### config.mk
export PLATFORM = sky130hd
export DESIGN_NAME = cti_div_pipe
export DESIGN_NICKNAME = d
export VERILOG_FILES = /design/src/hw/rtl/cti_pkg.sv /design/src/hw/rtl/cti_div_pipe.sv
export SDC_FILE = /design/constraint.sdc
export NUM_CORES = 2
export LEC_CHECK = 0
export BUFFER_PORTS_ARGS = -buffer_cell sky130_fd_sc_hd__buf_2
export CELL_PAD_IN_SITES_DETAIL_PLACEMENT = 1
export CELL_PAD_IN_SITES_GLOBAL_PLACEMENT = 1
export CORE_ASPECT_RATIO = 1.1
export CORE_MARGIN = 2
export CORE_UTILIZATION = 45
export DETAILED_ROUTE_END_ITERATION = 16
export PLACE_DENSITY = 0.77
export RECOVER_POWER = 100
export SLEW_MARGIN = 0
export SYNTH_ARGS = -nofsm -noshare
export SYNTH_HDL_FRONTEND = slang
export SYNTH_SLANG_ARGS = --single-unit
### constraint.sdc
create_clock -name clk_i -period 3.83 [get_ports clk_i]
set_input_delay 0.1915 -clock clk_i [delete_from_list [all_inputs] [get_ports clk_i]]
set_output_delay 0.1915 -clock clk_i [all_outputs]
set_load 0.02 [all_outputs]
### src/hw/rtl/cti_pkg.sv
// ----------------------------------------------------------------------------
// cti_pkg: shared types and constants of the cubic trajectory interpolator
// Transaction structs, status codes and register indexes.
// ----------------------------------------------------------------------------
package cti_pkg;

  localparam int unsigned TIME_W    = 32;
  localparam int unsigned POS_W     = 32;
  localparam int unsigned VEL_W     = 48;
  localparam int unsigned STAT_W    = 2;
  localparam int unsigned CFG_IDX_W = 2;

  // configuration register indexes
  localparam logic [CFG_IDX_W-1:0] REG_START_TIME = 2'd0;
  localparam logic [CFG_IDX_W-1:0] REG_END_TIME   = 2'd1;

  // window status codes
  localparam logic [STAT_W-1:0] ST_INSIDE = 2'd0;
  localparam logic [STAT_W-1:0] ST_BEFORE = 2'd1;
  localparam logic [STAT_W-1:0] ST_AFTER  = 2'd2;
  localparam logic [STAT_W-1:0] ST_EMPTY  = 2'd3;

  typedef struct packed {
    logic        [TIME_W-1:0] now_time;
    logic signed [POS_W-1:0]  from_position;
    logic signed [POS_W-1:0]  to_position;
  } cti_in_t;

  typedef struct packed {
    logic signed [POS_W-1:0]  position_out;
    logic signed [VEL_W-1:0]  velocity_out;
    logic        [STAT_W-1:0] window_status;
  } cti_out_t;

endpackage

### src/hw/rtl/cti_div_pipe.sv
// ----------------------------------------------------------------------------
// cti_div_pipe: pipelined restoring divider
// One quotient bit per stage; the starting remainder must be below the
// divisor. Side data travels alongside, all stages move on en_i.
// ----------------------------------------------------------------------------
module cti_div_pipe
  import cti_pkg::*;
#(
  parameter int unsigned QW = 24,
  parameter int unsigned SW = 8
) (
  input  logic              clk_i,
  input  logic              rst_ni,
  input  logic              en_i,
  input  logic              valid_i,
  input  logic [TIME_W-1:0] rem_i,
  input  logic [QW-1:0]     num_i,
  input  logic [TIME_W-1:0] div_i,
  input  logic [SW-1:0]     side_i,
  output logic              valid_o,
  output logic [QW-1:0]     quot_o,
  output logic [SW-1:0]     side_o
);

  logic [TIME_W-1:0] rem_q  [QW];
  logic [QW-1:0]     num_q  [QW];
  logic [QW-1:0]     quo_q  [QW];
  logic [SW-1:0]     side_q [QW];
  logic              vld_q  [QW];

  for (genvar j = 0; j < QW; j++) begin : g_stage
    logic [TIME_W-1:0] src_rem;
    logic [QW-1:0]     src_num;
    logic [QW-1:0]     src_quo;
    logic [SW-1:0]     src_side;
    logic              src_vld;
    logic [TIME_W:0]   r2;
    logic [TIME_W:0]   diff;
    logic              ge;

    if (j == 0) begin : g_first
      assign src_rem  = rem_i;
      assign src_num  = num_i;
      assign src_quo  = '0;
      assign src_side = side_i;
      assign src_vld  = valid_i;
    end else begin : g_next
      assign src_rem  = rem_q[j-1];
      assign src_num  = num_q[j-1];
      assign src_quo  = quo_q[j-1];
      assign src_side = side_q[j-1];
      assign src_vld  = vld_q[j-1];
    end

    // remainder < divisor, so r2 - div fits: bit TIME_W is the borrow
    assign r2   = {src_rem, src_num[QW-1]};
    assign diff = r2 - {1'b0, div_i};
    assign ge   = ~diff[TIME_W];

    always_ff @(posedge clk_i or negedge rst_ni) begin
      if (!rst_ni) begin
        vld_q[j] <= 1'b0;
      end else if (en_i) begin
        vld_q[j] <= src_vld;
      end
    end

    always_ff @(posedge clk_i) begin
      if (en_i) begin
        rem_q[j]  <= ge ? diff[TIME_W-1:0] : r2[TIME_W-1:0];
        num_q[j]  <= {src_num[QW-2:0], 1'b0};
        quo_q[j]  <= {src_quo[QW-2:0], ge};
        side_q[j] <= src_side;
      end
    end
  end

  assign valid_o = vld_q[QW-1];
  assign quot_o  = quo_q[QW-1];
  assign side_o  = side_q[QW-1];

endmodule

==> summary.txt <==
Final layout
  – Area Growth Syn to Fin: 24.0%
  – Number of nets in the final layout: 10.1k
  – Final Instance Count excl. Fillers: 12.1k
  – Multi-input logic area: 45300 um2
  – Filler Cell Count: 20.8k
  – Leading cell type in the layout, fill and taps excluded: sky130_fd_sc_hd__edfxtp_1
  – Core utilization of the finished layout: 56.0%
  – Leading cell types in the layout, fill and taps excluded: sky130_fd_sc_hd__edfxtp_1 (1504), sky130_fd_sc_hd__buf_4 (974), sky130_fd_sc_hd__ha_1 (746)
  – Sequential cell area: 45800 um2
  – Layout cell share with drive strength beyond 1: 22.9%

Synthesis
  – Sequential fraction of the synthesis area: 50.2%
  – Post-synthesis average cell area: 11.6 um2
  – Main flop type after synthesis: sky130_fd_sc_hd__edfxtp_1
  – Synthesized netlist net count: 8767
  – Largest family of logic cells by synthesized area: compound AO/OA/AOI/OAI gates
  – Post-synthesis xor/xnor area fraction: 6.08%
  – Post-synth EDFFs: 1504
  – Total number of yosys warnings: 0
  – Number of library cell types mapped by synthesis: 94
  – Proportion of synthesized area in mux cells: 5.57%
  – Total standard cell area after synthesis: 91100 um2
  – Count of state elements after synthesis: 1528
  – Adder and majority cell fraction of the synthesized area: 11.0%
  – Cell count after synthesis: 7877
  – Complex-gate fraction of the synthesized area: 16.2%
  – Simple-Gate Fraction of Synth Area: 9.05%
  – Share of flip-flops with an asynchronous set or reset: 1.57%

Detailed routing
  – Via count normalized by instance count: 5.81
  – Number of design rule violations left after detail routing: 0
  – WL final: 288 mm
  – DR pass1 iterations: 5
  – Routed wire length per instance: 23.8 um
  – Post-detailed-route count of antenna-violating nets: 0
  – Number of design-rule violations left by the first detailed-router iteration: 4351
  – Vias after detailed routing: 70.3k

Setup path
  – Data arrival at the endpoint of the critical path: 4.65 ns
  – Critical path capture point type: flip-flop
  – Launching point of the worst reg2reg path: num_q[0][45]$_DFFE_PP_
  – Critical-path maximum fanout: 7
  – R2R depth: 16
  – Kind of start point of the critical path: flip-flop
  – Most frequent cell on the critical path: sky130_fd_sc_hd__buf_4
  – Slowest CP cell: sky130_fd_sc_hd__edfxtp_1
  – Reg-to-reg critical path endpoint: rem_q[0][72]$_DFFE_PP_
  – Worst setup path category: reg -> reg
  – Worst-case register-to-register setup slack: -0.24 ns
  – Peak per-stage delay on the critical path: 0.53 ns
  – Critical path cell sequence: inv_1 > ha_4 > fa_2 > nor2b_2 > o21ai_2 > a21boi_2 > o211a_1 > o41a_1 > a41o_1 > a21oi_2 > a31oi_1 > buf_4 > xor2_4 > buf_4 > buf_12 > mux2_4
  – Worst endpoint required time: 4.42 ns

GRT
  – GRT Util Overall: 26.9%
  – Initial antenna violation count: 8
  – First-pass GRT wire length: 431 mm
  – Via count of the first global-routing pass: 75.3k
  – Maximum number of pins on one net before global-route repair: 111
  – Total congestion overflow after global routing: 0

Hold path
  – Tightest Hold Check Type: in -> reg
  – Hold Path Stages: 4
  – Min-delay src: div_i[0]
  – WHS Endpoint: rem_q[1][64]$_DFFE_PP_

CTS
  – Clock transition at the registers of the reported paths: 0.06 ns
  – Clock Sink Count: 1528
  – Inserted Clock Buffers: 172
  – Buffer cell driving the clock tree root: sky130_fd_sc_hd__clkbuf_16
  – Skew-Pair Late Insertion Delay: 0.89 ns
  – TritonCTS clock tree: built
  – H-tree levels: 4
  – Buffer depth of the longest clock path: 3

Timing
  – Period utilization: 106%
  – Minimum setup slack in the final design: -0.236 ns
  – Slew Viols, Final: 106
  – Final critical-path required period: 4.07 ns
  – Hold Violations, Final: 0
  – Worst-case headroom to the max-slew limit: -148%
  – Max Clock Freq: 246 MHz
  – Setup Skew: 0.0541 ns
  – Setup repair after global routing missed its margin: true
  – Transition time at the pin with the least slew margin: 3.72 ns
  – Final setup violation count: 235

Power
  – Max IR drop VDD: 0.000566 V
  – Leakage power: 0.0467 uW
  – Power Dens Cells: 996 nW/um2

Floorplan
  – Total number of placement rows: 173
  – Die Height: 476 um
  – Die Area: 206000 um2
  – Number of top-level design ports: 133
  – Initial Util: 45.2%
  – Die width: 433 um
  – Core footprint: 202000 um2

Placement
  – Routability congestion estimate: 0.918
  – Placed cell count: 11.5k
  – Port Buffers: 132
  – Post-detail-place hpwl: 204 mm

Outcome
  – Failing checks: capacitance limit, slew limit, setup timing
  – Outcome: complete, but fails checks

Flow run
  – Max-Cap Viols: 1
[worst max-delay path: cells and delay by family, from the launching register on]
family | cells | cell delay [ns]
AOI/OAI and AO/OA | 7 | 1.57
DFF | 1 | 0.53
adders and majority gates | 2 | 0.39
xor gates and xnor gates | 1 | 0.15
muxes | 1 | 0.33
buffers and inverters | 4 | 0.72
and+or+nand+nor | 1 | 0.06
[cells in the mapped netlist, types with 18 or more instances]
library cell | count | share of area [%]
sky130_fd_sc_hd__a41oi_1 | 20 | 0.19
sky130_fd_sc_hd__nor4_1 | 18 | 0.12
sky130_fd_sc_hd__nor2_1 | 383 | 1.6
sky130_fd_sc_hd__inv_1 | 209 | 0.86
sky130_fd_sc_hd__o31ai_1 | 59 | 0.49
sky130_fd_sc_hd__buf_2 | 30 | 0.16
sky130_fd_sc_hd__nand4_1 | 87 | 0.60
sky130_fd_sc_hd__xor2_1 | 259 | 2.5
sky130_fd_sc_hd__o21bai_1 | 70 | 0.58
sky130_fd_sc_hd__a211oi_1 | 55 | 0.45
sky130_fd_sc_hd__dfrtp_1 | 24 | 0.66
sky130_fd_sc_hd__nand2_1 | 630 | 2.6
sky130_fd_sc_hd__o21ai_1 | 20 | 0.11
sky130_fd_sc_hd__o21a_1 | 114 | 0.94
sky130_fd_sc_hd__o21ai_0 | 629 | 3.5
sky130_fd_sc_hd__o211ai_1 | 35 | 0.29
sky130_fd_sc_hd__nand2b_1 | 104 | 0.71
sky130_fd_sc_hd__a21boi_0 | 18 | 0.15
sky130_fd_sc_hd__clkbuf_1 | 158 | 0.65
sky130_fd_sc_hd__edfxtp_1 | 1504 | 50
sky130_fd_sc_hd__nand3_1 | 122 | 0.67
sky130_fd_sc_hd__mux2_4 | 27 | 0.45
sky130_fd_sc_hd__a211o_1 | 35 | 0.34
sky130_fd_sc_hd__nor2b_1 | 118 | 0.81
sky130_fd_sc_hd__and2_1 | 27 | 0.19
sky130_fd_sc_hd__nor3_1 | 73 | 0.40
sky130_fd_sc_hd__fa_1 | 23 | 0.51
sky130_fd_sc_hd__a21oi_1 | 616 | 3.4
sky130_fd_sc_hd__xnor2_1 | 366 | 3.5
sky130_fd_sc_hd__and3_1 | 65 | 0.45
sky130_fd_sc_hd__mux2_2 | 379 | 4.7
sky130_fd_sc_hd__a31oi_1 | 63 | 0.43
sky130_fd_sc_hd__ha_1 | 767 | 11
sky130_fd_sc_hd__o31a_1 | 28 | 0.27
sky130_fd_sc_hd__or2_2 | 19 | 0.13
sky130_fd_sc_hd__a21o_1 | 391 | 3.2
sky130_fd_sc_hd__mux2i_1 | 40 | 0.44
sky130_fd_sc_hd__or3_1 | 27 | 0.19
[final cells by class]
class                           count  share of cell area, %
Clock buffer                      207                   3.97
Inverter                          209                  0.708
Tap cell                         2712                   3.00
Antenna cell                        1                0.00222
Multi-Input combinational cell   5935                   40.1
Sequential cell                  1528                   40.5
Clock inverter                    109                   1.10
Timing Repair Buffer             1406                   10.6
[per-stage QoR]
step                      hold WS, ns  instance area (um2)  setup slack [ns]  TNS [ns]  total power, uW
after global placement          0.172               103000            -0.576   -132.93            85600
after detailed placement        0.204               103000            -0.723   -186.78            88500
after floorplan                -0.104                91100            0.0147         0            67300
final                          0.0565               113000            -0.236    -15.00           113000
after global routing           0.0434               113000            -0.284   -100.32           119000
after CTS                     0.00187               111000           -0.0842     -3.32           109000
[flip-flops by register name, summed over array words and instances (netlist names)]
signal and cells:
rem_q 736, quo_q 300, num_q 276, side_q 192, g_stage.src_vld 23, valid_o 1
[cells by family (layout without fill, tap and decap cells)]
group / after synthesis / after routing
adder cells (fa/ha/maj): 790 / 790
flip-flops: 1528 / 1528
AO/OA/AOI/OAI: 2330 / 2330
multiplexers: 446 / 446
AND/OR/NAND/NOR: 1740 / 1740
buffers and inverters: 414 / 1931
other: 0 / 1
XOR/XNOR: 629 / 629
[power breakdown]
part / internal (uW) / switching (uW) / total [uW] / leakage (uW)
clock network: 9490 / 7380 / 16900 / 0.00276
registers: 26900 / 3980 / 30900 / 0.0150
logic: 31800 / 33000 / 64800 / 0.0289
[layer usage]
layer  share of wire, %  GRT usage, %  up-vias
li1                   -             -    32800
met2                 51          49.2     1613
met3                3.9          3.36      734
met1                 39          30.9    35200
met5             0.0045             0        -
met4                5.3          13.0        2
[what timing repair did]
item | in CTS | in global routing
hold endpoints to repair | 120 | 0
setup buffers | 45 | 66
hold buffers | 101 | 0
endpoints found under the setup margin | 465 | 646
pin swaps | 50 | 98
gates resized for setup | 134 | 306
cloned | 15 | 22
[how the worst max path moves through the flow]
stage	from	endpoint	slack, ns	cells past startpoint
3_5_place_dp	div_i[10]	rem_q[2][11]$_DFFE_PP_	-0.72	16
4_1_cts	num_q[0][22]$_DFFE_PP_	rem_q[0][56]$_DFFE_PP_	-0.08	17
6_report	num_q[0][45]$_DFFE_PP_	rem_q[0][72]$_DFFE_PP_	-0.24	16
3_3_place_gp	div_i[10]	rem_q[1][123]$_DFFE_PP_	-0.58	18
5_1_grt	num_q[0][68]$_DFFE_PP_	rem_q[0][102]$_DFFE_PP_	-0.28	16
2_1_floorplan	div_i[9]	rem_q[2][81]$_DFFE_PP_	0.01	13
Note: power is estimated with default switching activity, not from simulation.
